`src/design/tmrgb_pkg.sv`:
```
// ----------------------------------------------------------------------------
// tmrgb_pkg: shared types and constants of the ACES tone mapper
// Widths of the fixed-point datapath and the Q2.16 curve coefficients.
// ----------------------------------------------------------------------------
package tmrgb_pkg;

  localparam int CH_W    = 16;
  localparam int BYTE_W  = 8;
  localparam int COEF_W  = 18;
  localparam int INNER_W = 35;
  localparam int PROD_W  = 52;
  localparam int DIV_STAGES = BYTE_W;
  localparam int REM_W   = PROD_W + BYTE_W;
  localparam int FRONT_STAGES = 3;
  localparam int LANE_STAGES  = FRONT_STAGES + DIV_STAGES;

  localparam logic [COEF_W-1:0] COEF_A = 18'd164495;
  localparam logic [COEF_W-1:0] COEF_B = 18'd1966;
  localparam logic [COEF_W-1:0] COEF_C = 18'd159252;
  localparam logic [COEF_W-1:0] COEF_D = 18'd38666;
  localparam logic [COEF_W-1:0] COEF_E = 18'd9175;

  typedef logic [CH_W-1:0]   chan_t;
  typedef logic [BYTE_W-1:0] byte_t;
  typedef logic [LANE_STAGES-1:0] stage_vec_t;

  typedef struct packed {
    byte_t red;
    byte_t green;
    byte_t blue;
  } rgb8_t;

endpackage

```
`src/design/tmrgb_merge.sv`:
```
// ----------------------------------------------------------------------------
// tmrgb_merge: output register of the tone mapper
// Joins the three lane results into one RGB transaction and holds it until
// the consumer takes it.
// ----------------------------------------------------------------------------
module tmrgb_merge (
  input  logic             clk,
  input  logic             rst_n,
  input  logic             lane_valid,
  input  tmrgb_pkg::rgb8_t lane_rgb,
  input  logic             out_ready,
  output logic             out_valid,
  output tmrgb_pkg::rgb8_t out_rgb,
  output logic             load
);

  logic             valid_r, valid_nxt;
  tmrgb_pkg::rgb8_t rgb_r;

  assign load      = !valid_r || out_ready;
  assign valid_nxt = load ? lane_valid : valid_r;

  always_ff @(posedge clk) begin
    if (!rst_n) begin
      valid_r <= 1'b0;
    end else begin
      valid_r <= valid_nxt;
    end
  end

  always_ff @(posedge clk) begin
    if (load) begin
      rgb_r <= lane_rgb;
    end
  end

  assign out_valid = valid_r;
  assign out_rgb   = rgb_r;

endmodule
```
`config.mk`:
```
export PLATFORM = sky130hd
export DESIGN_NAME = tmrgb_merge
export DESIGN_NICKNAME = d
export VERILOG_FILES = /design/src/design/tmrgb_pkg.sv /design/src/design/tmrgb_merge.sv
export SDC_FILE = /design/constraint.sdc
export NUM_CORES = 1
export LEC_CHECK = 0
export BUFFER_PORTS_ARGS = -buffer_cell sky130_fd_sc_hd__buf_2
export CAP_MARGIN = 20
export CORE_MARGIN = 3
export CORE_UTILIZATION = 38
export DETAILED_ROUTE_END_ITERATION = 7
export PLACE_DENSITY = 0.75
export SETUP_SLACK_MARGIN = 0.5
export SLEW_MARGIN = 0
export SYNTH_ARGS = -nofsm -noshare
export SYNTH_HDL_FRONTEND = slang
export SYNTH_SLANG_ARGS = --single-unit
export TNS_END_PERCENT = 10
```
`constraint.sdc`:
```
create_clock -name clk -period 1.2 [get_ports clk]
set_input_delay 0.24 -clock clk [delete_from_list [all_inputs] [get_ports clk]]
set_output_delay 0.24 -clock clk [all_outputs]
set_load 0.01 [all_outputs]
```
Word level (Yosys, flattened, before mapping)
Cells that the tools add are included.
{"block": "totals", "reg_bits": 25, "input_bits": 28, "out_inout_bits": 26, "elab_cells": 6}
{"block": "op_classes", "reduce_logical": 2}
{"op": "$logic_not A1 Y1", "count": 1}
{"op": "$logic_or A1 B1 Y1", "count": 1}

Longest topological paths before layout
Gate-level depths: netlist of the first run.
{"block": "logic_depth", "depth_word": 2, "depth_mapped": 2}

Worst setup path before layout of the first run
OpenSTA, ideal clock, no wires.
{"block": "synth_timing", "path_kind": "flip-flop to flip-flop", "start": "register valid_r, in the netlist out_valid", "end": "register rgb_r, in the netlist out_rgb[0], enable pin", "setup_time_ns": 0.336, "t_arrival_ns": 0.598, "required_ns": 0.864, "setup_slack_ns": 0.266, "path_stages_with_launch": 2, "cell_sequence": "dfxtp_1 -> nand2b_4"}
{"block": "synth_via", "elab_chain_len": 2}
{"element": "start, declared", "line_no": "tmrgb_merge.sv:17", "source": "logic valid_r, valid_nxt;"}
{"element": "start signal, assigned", "line_no": "tmrgb_merge.sv:27", "source": "valid_r <= valid_nxt;"}
{"element": "$logic_not A1 Y1", "line_no": "tmrgb_merge.sv:20", "source": "assign load = !valid_r || out_ready;"}
{"element": "$logic_or A1 B1 Y1", "line_no": "tmrgb_merge.sv:20"}
{"element": "named net load", "line_no": "tmrgb_merge.sv:14", "source": "output logic load"}
{"element": "end signal, assigned", "line_no": "tmrgb_merge.sv:33", "source": "rgb_r <= lane_rgb;"}
{"element": "end, declared", "line_no": "tmrgb_merge.sv:18", "source": "tmrgb_pkg::rgb8_t rgb_r;"}
The timed path passes the listed nets, and every way through them passes these cells.
A chain may end at the register's enable or synchronous reset.

Worst setup path in the final report of the first run
{"block": "layout_timing", "start": "register valid_r, in the netlist out_valid", "end": "output load"}
{"block": "layout_via", "elab_chain_len": 2}
{"element": "$logic_not A1 Y1", "line_no": "tmrgb_merge.sv:20"}
{"element": "$logic_or A1 B1 Y1", "line_no": "tmrgb_merge.sv:20"}
{"element": "end, declared", "line_no": "tmrgb_merge.sv:14"}
Every way passes these cells.

==> impl_results.md, run 1 <==
* Initial antenna violation count at 0
* CTS Buffer Depth at 2
* RSZ-0062 raised after global routing: yes
* Yosys top cell area share at 93.7%
* Switching part of the total at between 20% and 30%
* Number of global-route vias before repair at 430
* Fillers at 149
* Area Growth Syn to Fin at 46.7%
* Hold depth at 1
* Setup total negative slack at 0 ns
* Status: finished clean
* Switching power total at 309 uW
* Drt initial violations at 1
* Rows at 15
* Clk slew on worst S/H paths at 0.12 ns
* Ys Warns at 0
* Fin crit share at about nine tenths
* Mapped Area at slightly below 800 um2
* Peak VDD IR at 0.941 mV
* Internal at approximately 1.2 mW
* Pleak at 0.517 nW
* Worst path slowest cell: dfxtp_2
* Relative slew margins at 87.2%
* Post-Syn Instances at 28
* Max cap viols at 0
* Most frequent cells in the layout: buf_2 (52), edfxtp_1 (24), clkbuf_4 (3)
* Seq pwr share at approximately two thirds
* CP endpoint kind: primary output
* Area leader, netlist: edfxtp_1
* Final Setup Violations at 0
* Final min period at 1.09 ns
* Comb power frac at 10.5%
* Clk_skew at around 0.0065 ns
* Critical Path RT at ~0.96 ns
* Initial Utilization at 42.3%
* CTS tree: done
* PortBufs at 53
* CTS root buffer: clkbuf_4
* Vias after detailed routing at approximately 460
* Crit-path cells: nand2b_4 -> buf_6
* Clk pwr share at 22.2%
* Core area at 1820 um2
* Total power per unit cell area at 1360 nW/um2
* Die ar. at 2600 um2
* Slew @ Worst Pin at about 0.19 ns
* CP peak stage delay at between 0.3 and 0.4 ns
* Compound-Gate Fraction of Synth Area at 1.46%
* Max Clock Freq at slightly above 0.9 GHz
* Final Util at 62.0%
* Clock buffer count from CTS at 3
* Total gr overflow at 0
* Horiz. Die Dim at 51 um
* Most common cell after layout, fill and taps aside: buf_2
* Final Net Count at 116
* Multiplexer share of the synthesized area at 0%
* Largest net degree at the start of global routing at 15
* Detail Route Antenna Nets at 0
* First-pass GRT wire length at 1.84 mm
* Final hold vios at 0
* Slew Limit Fails at 0
* CTS Sinks at 25
* Avg Inst Size Synth at around 27 um2
* Syn Nets at 56
* Sequential area share after synthesis at a little over nine tenths
* Wire per inst at roughly 11 um
* DRC Markers at 0
* Final non-filler cell total at around 110
* Library cells used by synthesis at 5
* Area contributors post-synth: edfxtp_1 (94%), dfxtp_1 (2.6%), nand2b_4 (1.8%), a21boi_2 (1.5%), inv_1 (0.49%)
* Ant diodes at 0
* WS Path Type: flip-flop to primary output
* CP Launch Type: flip-flop
* Post-Route WL at roughly 1.3 mm
* Ratio of cells with drive above 1 in the final layout at between 70% and 80%
* Largest family of logic cells by synthesized area: simple AND/OR/NAND/NOR gates
* Post-Synth Adder-Cell Area at 0%
* Synth Area in Simple Gates at 1.79%
* GPL Wtd Cong at 0.710
* H-Tree Depth at 1
* Hold Crit Class: input port to flip-flop
* FF-to-FF path depth at 3
* Die H at 51 um
* Post-CTS Hold Fix Bufs at 0
* Synthesized flop and latch total at 25
* Synth Area in XOR/XNOR at 0%
* Clk Latency, worst-skew pair at 0.30 ns
* Avg Vias per Cell at 4.10
* Arrival time at the worst endpoint at 0.85 ns
* Overall power at 1.54 mW
* All-layer global routing usage at 9.80%
* Boundary Pins at 54
* Dpl cells at between 100 and 150
* Pre-antenna DRT Iters at 2
* Crit-path max FO at 2
-- Yosys cell counts --
cell	n
a21boi_2	1
dfxtp_1	1
edfxtp_1	24
inv_1	1
nand2b_4	1
-- logic make-up (layout without fill, tap and decap cells) --
group	count (synthesis)	count (layout)
flip-flops	25	25
buffers and inverters	1	60
AO/OA/AOI/OAI	1	1
AND/OR/NAND/NOR	1	1
-- through the flow --
step / hold WS [ns] / setup slack, ns / instance area [um2]
floorplan: 0.339 / 0.293 / 771
detailed placement: 0.418 / 0.174 / 1090
finish: 0.0999 / 0.113 / 1130
CTS: 0.0886 / 0.0897 / 1130
global route: 0.0727 / 0.0630 / 1130
global placement: 0.417 / 0.186 / 1090
-- final timing paths --
path                            slack [ns]     endpoint         start
worst min-delay path                   0.1  out_rgb[16]  lane_rgb[16]
worst max register to register        0.12  out_rgb[20]     out_valid
worst min register to register        0.75    out_valid     out_valid
worst max-delay path                  0.11         load     out_valid
-- power groups by stage --
stage	clock network (mW)	logic, mW	registers, mW
after floorplan	0	0.0174	1.09
after global placement	0	0.157	1.05
after detailed placement	0	0.160	1.06
after CTS	0.364	0.164	1.04
after global routing	0.399	0.175	1.04
final	0.341	0.161	1.03
-- sequential cells by signal, indices dropped and copies added, names as in the netlist --
name,count
out_valid,1
out_rgb,24
-- repair_timing --
action,in CTS,in global routing
gates resized for setup,1,0
cloned,0,0
endpoints found under the setup margin,51,51
setup buffers,1,0
-- layout make-up --
cell class	instances	area (um2)	area share, %
inverters	1	3.75	0.333
clock inverters	1	5.00	0.443
repair buffers	55	299	26.5
flip-flops and latches	25	742	65.7
clock buffers	3	22.5	2.00
multi-input cells	2	25.0	2.22
well taps	25	31.3	2.77
-- critical path: cells and delay by family (launching register included) --
family | cells | cell delay, ns
flip-flops | 1 | 0.37
AND/OR/NAND/NOR | 1 | 0.06
buffers and inverters | 1 | 0.12
-- layer usage --
layer / part of all wire, % / track usage [%] / routed length [um]
met2: 47 / 15.5 / 604
met1: 39 / 12.4 / 497
met5: 0 / 0 / 0
met3: 13 / 4.08 / 170
met4: 0.62 / 2.69 / 8
Power figures use the tool's default switching activity.
==> run 2: changes to the inputs <==
CORE_ASPECT_RATIO = 0.9   (was not set)
HOLD_SLACK_MARGIN = 0.1   (was not set)
==> run 2 against run 1 <==
Wire length rose by 3.4%. Sequential cell count did not move. Largest power group unchanged. Combinational power barely moved. Critical path type unchanged.
==> impl_results.md, run 2 (same netlist as run 1, synthesis figures left out) <==
* DRC Markers at 0 (unchanged)
* CP endpoint kind: primary output (unchanged)
* Vias after detailed routing at 455 (was 459)
* Number of global-route vias before repair at 471 (was 430)
* Final min period at 1.10 ns (was 1.09 ns)
* Status: finished clean (unchanged)
* Crit-path max FO at 1 (was 2)
* Arrival time at the worst endpoint at 0.86 ns (was 0.85 ns)
* Largest net degree at the start of global routing at 15 (unchanged)
* Wire per inst at 11.9 um (was 11.4 um)
* RSZ-0062 raised after global routing: yes (unchanged)
* CTS tree: done (unchanged)
* Area Growth Syn to Fin at 46.5% (was 46.7%)
* Critical Path RT at 0.96 ns (about the same)
* Boundary Pins at 54 (unchanged)
* Setup total negative slack at 0 ns (unchanged)
* Worst path slowest cell: edfxtp_1 (was dfxtp_2)
* Total power per unit cell area at 1360 nW/um2 (about the same)
* Final non-filler cell total at 111 (was 112)
* Final Setup Violations at 0 (unchanged)
* Slew Limit Fails at 0 (unchanged)
* Crit-path cells: buf_2 (was nand2b_4 -> buf_6)
* Switching power total at 311 uW (was 309 uW)
* Final Net Count at 116 (unchanged)
* Clock buffer count from CTS at 3 (unchanged)
* Comb power frac at 10.4% (was 10.5%)
* WS Path Type: flip-flop to primary output (unchanged)
* CP peak stage delay at 0.41 ns (was 0.37 ns)
* Max Clock Freq at 0.908 GHz (was 0.920 GHz)
* CTS Buffer Depth at 2 (unchanged)
* Post-Route WL at 1.32 mm (was 1.28 mm)
* All-layer global routing usage at 10.7% (was 9.80%)
* CP Launch Type: flip-flop (unchanged)
* Core area at 1790 um2 (was 1820 um2)
* CP bufs+invs at 1 (unchanged)
* Hold Crit Class: input port to flip-flop (unchanged)
* PortBufs at 53 (unchanged)
* Die H at 48.7 um (was 51 um)
* Clk slew on worst S/H paths at 0.12 ns (about the same)
* Dpl cells at 106 (was 107)
* Largest register FFs at 24 (unchanged)
* Initial Utilization at 43.1% (was 42.3%)
* Drt initial violations at 7 (was 1)
* Seq pwr share at 67.3% (about the same)
* GRT met1 Usage at 10.2% (was 12.4%)
* GPL Wtd Cong at 0.788 (was 0.710)
* Slew @ Worst Pin at 0.177 ns (was 0.192 ns)
* R2R Setup Slk at 0.13 ns (was 0.12 ns)
* Avg Vias per Cell at 4.10 (about the same)
* Switching part of the total at 20.2% (was 20.1%)
* Final hold vios at 0 (unchanged)
* Horiz. Die Dim at 53.4 um (was 51 um)
* Detail Route Antenna Nets at 0 (unchanged)
* Most frequent cells in the layout: buf_2 (52), edfxtp_1 (24), clkbuf_4 (3) (unchanged)
* Relative slew margins at 88.2% (was 87.2%)
* Worst path top cell family by delay: flip-flops (unchanged)
* Overall power at 1.54 mW (about the same)
* Fin crit share at 91.8% (was 90.6%)
* Clk_skew at 0.000912 ns (was 0.00655 ns)
* Pre-antenna DRT Iters at 2 (unchanged)
* Ratio of cells with drive above 1 in the final layout at 71.3% (unchanged)
* Die ar. at 2600 um2 (about the same)
* CTS root buffer: clkbuf_4 (unchanged)
* Internal at 1.23 mW (about the same)
* Pleak at 0.517 nW (unchanged)
* Clk pwr share at 22.3% (was 22.2%)
* H-Tree Depth at 1 (unchanged)
* Rows at 14 (was 15)
* CTS Sinks at 25 (unchanged)
* Peak VDD IR at 0.882 mV (was 0.941 mV)
* First-pass GRT wire length at 1.99 mm (was 1.84 mm)
* Initial antenna violation count at 0 (unchanged)
* Most common cell after layout, fill and taps aside: buf_2 (unchanged)
* DPL Wire Length at between 1 and 1.5 mm
* Clk Latency, worst-skew pair at 0.30 ns (about the same)
* Grt met2 use at 20.6% (was 15.5%)
* Ant diodes at 0 (unchanged)
* Total gr overflow at 0 (unchanged)
* Busiest grt layer: met2 (unchanged)
* Max cap viols at 0 (unchanged)
* Grt met3 use at 2.76% (was 4.08%)
run 2: repair_timing:
action,CTS,global route
endpoints found under the hold margin,14,24
buffers inserted,1,0
resized for setup,0,1
endpoints found under the setup margin,51,51
gates cloned,0,0
run 2: cell type report:
class / count / area (um2)
Sequential cell: 25 / 742
Multi-Input combinational cell: 2 / 25.0
Timing Repair Buffer: 55 / 299
Clock inverter: 1 / 5.00
Tap cell: 24 / 30.0
Inverter: 1 / 3.75
Fill cell: 142 / 659
Clock buffer: 3 / 22.5
run 2: power groups by stage:
stage          logic, mW  registers (mW)  clock network (mW)
6_report           0.160            1.04               0.343
3_3_place_gp       0.157            1.05                   0
3_5_place_dp       0.159            1.06                   0
5_1_grt            0.175            1.04               0.404
4_1_cts            0.161            1.04               0.357
2_1_floorplan     0.0174            1.09                   0
run 2: path summary, 6_finish.rpt:
| kind | start | to | cells after the start |
|---|---|---|---|
| worst min-delay path | lane_rgb[2] | out_rgb[2] | 1 |
| worst min register to register | out_valid | out_valid | 3 |
| worst max-delay path | out_rgb[11] | out_rgb[11] | 1 |
| worst max register to register | out_valid | out_rgb[16] | 3 |
run 2: metal layers:
metal / share of wire, % / vias up
li1: - / 227
met1: 32 / 202
met2: 58 / 26
met3: 9.5 / 0
met4: 0 / 0
met5: 0 / -
run 2: metrics by stage:
step	utilization [%]	hold WS [ns]	setup slack, ns	area, um2
finish	63.1	0.105	0.0988	1130
floorplan	-	0.339	0.293	771
detailed placement	60.8	0.418	0.177	1090
global route	63.1	0.0725	0.0281	1130
global placement	60.8	0.418	0.187	1090
CTS	62.7	0.0943	0.0853	1120
==> run 3: changes to the inputs <==
--- a/config.mk
+++ b/config.mk
@@ -7,2 +7,3 @@
 export LEC_CHECK = 0
+export ABC_AREA = 1
 export BUFFER_PORTS_ARGS = -buffer_cell sky130_fd_sc_hd__buf_2
==> constraint.sdc (replaced) <==
create_clock -name clk -period 1.2 [get_ports clk]
set_input_delay 0.12 -clock clk [delete_from_list [all_inputs] [get_ports clk]]
set_output_delay 0.12 -clock clk [all_outputs]
set_load 0.01 [all_outputs]
==> run 3 against run 2 <==
First-iteration DRC count is 43% lower. Die area is 0.29% lower. Final cell count is 26% higher. Combinational power is 47% higher. Hold slack better by 0.20 ns. Total power is 5.7% higher. Critical path depth is 1 higher. Clock power is 3% higher. Largest power group unchanged.
==> impl_results.md, run 3 <==
* Status: finished clean (unchanged)
* RSZ-0062 raised after global routing: yes (unchanged)
* Slew @ Worst Pin at 0.250 ns (was 0.177 ns)
* CTS root buffer: clkbuf_4 (unchanged)
* R2r startpoint: out_valid (unchanged)
* Ys Warns at 0 (unchanged)
* Avg Vias per Cell at 4.16 (was 4.10)
* Final min period at 1.00 ns (was 1.10 ns)
* Dpl ws at 0.372 ns (was 0.177 ns)
* Wire per inst at 13.9 um (was 11.9 um)
* Max Clock Freq at 1.00 GHz (was 0.908 GHz)
* Slew Limit Fails at 0 (unchanged)
* Most frequent cells in the layout: buf_2 (52), dlygate4sd3_1 (26), edfxtp_1 (24), inv_1 (3), clkbuf_4 (3) (was buf_2 (52), edfxtp_1 (24), clkbuf_4 (3))
* Total gr overflow at 0 (unchanged)
* Hold depth at 4 (was 1)
* Detail Route Antenna Nets at 0 (unchanged)
* Compound-Gate Fraction of Synth Area at 1.14% (was 1.46%)
* H-Tree Depth at 1 (unchanged)
* Peak VDD IR at 1.32 mV (was 0.882 mV)
* Largest register FFs at 24 (unchanged)
* Comb power frac at 14.5% (was 10.4%)
* CP Launch Type: flip-flop (unchanged)
* Mapped Area at 767 um2 (was 769 um2)
* Drt initial violations at 4 (was 7)
* Most common cell after layout, fill and taps aside: buf_2 (unchanged)
* Clock buffer count from CTS at 3 (unchanged)
* Hold Crit Class: input port to flip-flop (unchanged)
* Most frequent cell after synthesis: edfxtp_1 (unchanged)
* Number of global-route vias before repair at 654 (was 471)
* Ant diodes at 0 (unchanged)
* Synth Area in Simple Gates at 0.816% (was 1.79%)
* FF-to-FF End: out_rgb[16] (unchanged)
* Hold Crit Start: out_ready (was lane_rgb[2])
* Switching part of the total at 21.3% (was 20.2%)
* Post-Synth Adder-Cell Area at 0% (unchanged)
* Initial antenna violation count at 0 (unchanged)
* Core area at 1790 um2 (unchanged)
* Largest net degree at the start of global routing at 15 (unchanged)
* Internal at 1.28 mW (was 1.23 mW)
* CTS Sinks at 25 (unchanged)
* R2R Setup Slk at 0.22 ns (was 0.13 ns)
* Ratio of cells with drive above 1 in the final layout at 54.3% (was 71.3%)
* Pre-antenna DRT Iters at 4 (was 2)
* Post-Syn Instances at 30 (was 28)
* Pleak at 0.634 nW (was 0.517 nW)
* Most common library cells after synthesis: edfxtp_1 (24), inv_1 (3), a21oi_2 (1), dfxtp_1 (1), nand2_2 (1) (was edfxtp_1 (24), a21boi_2 (1), dfxtp_1 (1), inv_1 (1), nand2b_4 (1))
* Crit-path max FO at 3 (was 1)
* First-pass GRT wire length at 2.98 mm (was 1.99 mm)
* Clk_skew at 0.00387 ns (was 0.000912 ns)
* Boundary Pins at 54 (unchanged)
* Critical Path RT at 1.08 ns (was 0.96 ns)
* Synth Area in XOR/XNOR at 0% (unchanged)
* Clk pwr share at 21.7% (was 22.3%)
* CP endpoint kind: primary output (unchanged)
* Final Setup Violations at 0 (unchanged)
* Area Growth Syn to Fin at 82.5% (was 46.5%)
* Avg Inst Size Synth at 25.6 um2 (was 27.5 um2)
* Post-synth EDFFs at 24 (unchanged)
* CP peak stage delay at 0.40 ns (was 0.41 ns)
* Final WS setup at 0.200 ns (was 0.0988 ns)
* Fin crit share at 83.3% (was 91.8%)
* FFs w/ async S/R, synth at 0% (unchanged)
* Worst path top cell family by delay: flip-flops (unchanged)
* Clk Latency, worst-skew pair at 0.30 ns (about the same)
* CP bufs+invs at 1 (unchanged)
* Max cap viols at 0 (unchanged)
* Seq pwr share at 63.8% (was 67.3%)
* Final hold vios at 0 (unchanged)
* Syn Nets at 58 (was 56)
* Die ar. at 2590 um2 (was 2600 um2)
* Initial Utilization at 42.9% (was 43.1%)
* Fillers at 112 (was 142)
* Hold Path End: out_valid (was out_rgb[2])
* Setup total negative slack at 0 ns (unchanged)
* Worst path slowest cell: dfxtp_4 (was edfxtp_1)
* FF-to-FF path depth at 2 (was 3)
* WP depth at 2 (was 1)
* Library cells used by synthesis at 5 (unchanged)
* Total power per unit cell area at 1160 nW/um2 (was 1360 nW/um2)
* Vias after detailed routing at 582 (was 455)
* Clk slew on worst S/H paths at 0.13 ns (was 0.12 ns)
* Relative slew margins at 83.3% (was 88.2%)
* Synthesized flop and latch total at 25 (unchanged)
* GPL Wtd Cong at 0.681 (was 0.788)
* DRC Markers at 0 (unchanged)
* Crit-path cells: nand2_8 -> buf_6 (was buf_2)
* Multiplexer share of the synthesized area at 0% (unchanged)
* Horiz. Die Dim at 53.4 um (about the same)
* All-layer global routing usage at 15.9% (was 10.7%)
* Area contributors post-synth: edfxtp_1 (94%), dfxtp_1 (2.6%), inv_1 (1.5%), a21oi_2 (1.1%), nand2_2 (0.82%) (was edfxtp_1 (94%), dfxtp_1 (2.6%), nand2b_4 (1.8%), a21boi_2 (1.5%), inv_1 (0.49%))
* Rows at 14 (unchanged)
* Post-Route WL at 1.94 mm (was 1.32 mm)
* PortBufs at 53 (unchanged)
* Arrival time at the worst endpoint at 0.88 ns (was 0.86 ns)
* CP Launch Point: out_valid (was out_rgb[11])
* Switching power total at 347 uW (was 311 uW)
* Sequential area share after synthesis at 96.6% (was 96.3%)
* Yosys top cell area share at 94.0% (was 93.7%)
* CTS Buffer Depth at 2 (unchanged)
* WS Path Type: flip-flop to primary output (unchanged)
* Largest family of logic cells by synthesized area: buffers and inverters (was simple AND/OR/NAND/NOR gates)
* DPL Wire Length at 1.09 mm (was 1.08 mm)
* Die H at 48.6 um (was 48.7 um)
* Top_reg_cell synth: edfxtp_1 (unchanged)
* Final Net Count at 145 (was 116)
* Area leader, netlist: edfxtp_1 (unchanged)
* CTS tree: done (unchanged)
## run 3: cells by family after synthesis
| logic type | count (synthesis) |
|---|---|
| buf+inv | 3 |
| flops | 25 |
| simple gates | 1 |
| compound gates | 1 |
## run 3: routing by layer
layer / up-vias / track usage [%] / routed length (um)
met3: 4 / 3.37 / 104
met2: 27 / 32.4 / 1160
met5: - / 0 / 0
met4: 0 / 2.98 / 29
li1: 287 / - / -
met1: 264 / 15.3 / 651
## run 3: cell type report
cell class                 instances  area (um2)  area share [%]
clock buffer                       3        22.5            1.61
clock inverter                     1        5.00           0.357
inverter                           3        11.3           0.804
multi-input combinational          3        40.0            2.86
sequential                        25         744            53.2
tap                               24        30.0            2.14
timing repair buffer              81         547            39.1
## run 3: worst max-delay path by stage
stage,to,slack [ns]
3_5_place_dp,out_rgb[21],0.37
5_1_grt,out_rgb[3],0.16
4_1_cts,load,0.19
2_1_floorplan,out_rgb[0],0.38
3_3_place_gp,out_rgb[21],0.38
6_report,load,0.20
## run 3: power by group through the flow
stage / clock, mW / combinational, mW / sequential [mW]
3_5_place_dp: 0 / 0.156 / 1.06
4_1_cts: 0.357 / 0.231 / 1.04
3_3_place_gp: 0 / 0.153 / 1.05
6_report: 0.353 / 0.235 / 1.04
2_1_floorplan: 0 / 0.0201 / 1.09
5_1_grt: 0.406 / 0.255 / 1.04
## run 3: metrics by stage
stage               util (%)  instance area (um2)  std cells  hold WS (ns)  power, mW
finish                  78.4                 1400        140         0.309       1.63
detailed placement      60.3                 1080        107         0.298       1.21
global placement        60.3                 1080        107         0.296       1.21
floorplan                  -                  782         30         0.219       1.11
global route            78.4                 1400        140         0.339       1.70
CTS                     77.8                 1390        139       0.00329       1.63
## run 3: timing repair
item / 4_1_cts / 5_1_grt
pin swaps: 1 / 0
gates cloned: 1 / 0
resized for setup: 2 / 0
hold buffers: 25 / 1
buffers inserted: 2 / 0
endpoints found under the hold margin: 25 / 1
endpoints found under the setup margin: 51 / 51
## run 3: worst min-delay path, stage by stage
cell and delay [ns]:
buf_2 0.08, inv_1 0.12, nand2_4 0.20, a21oi_2 0.07
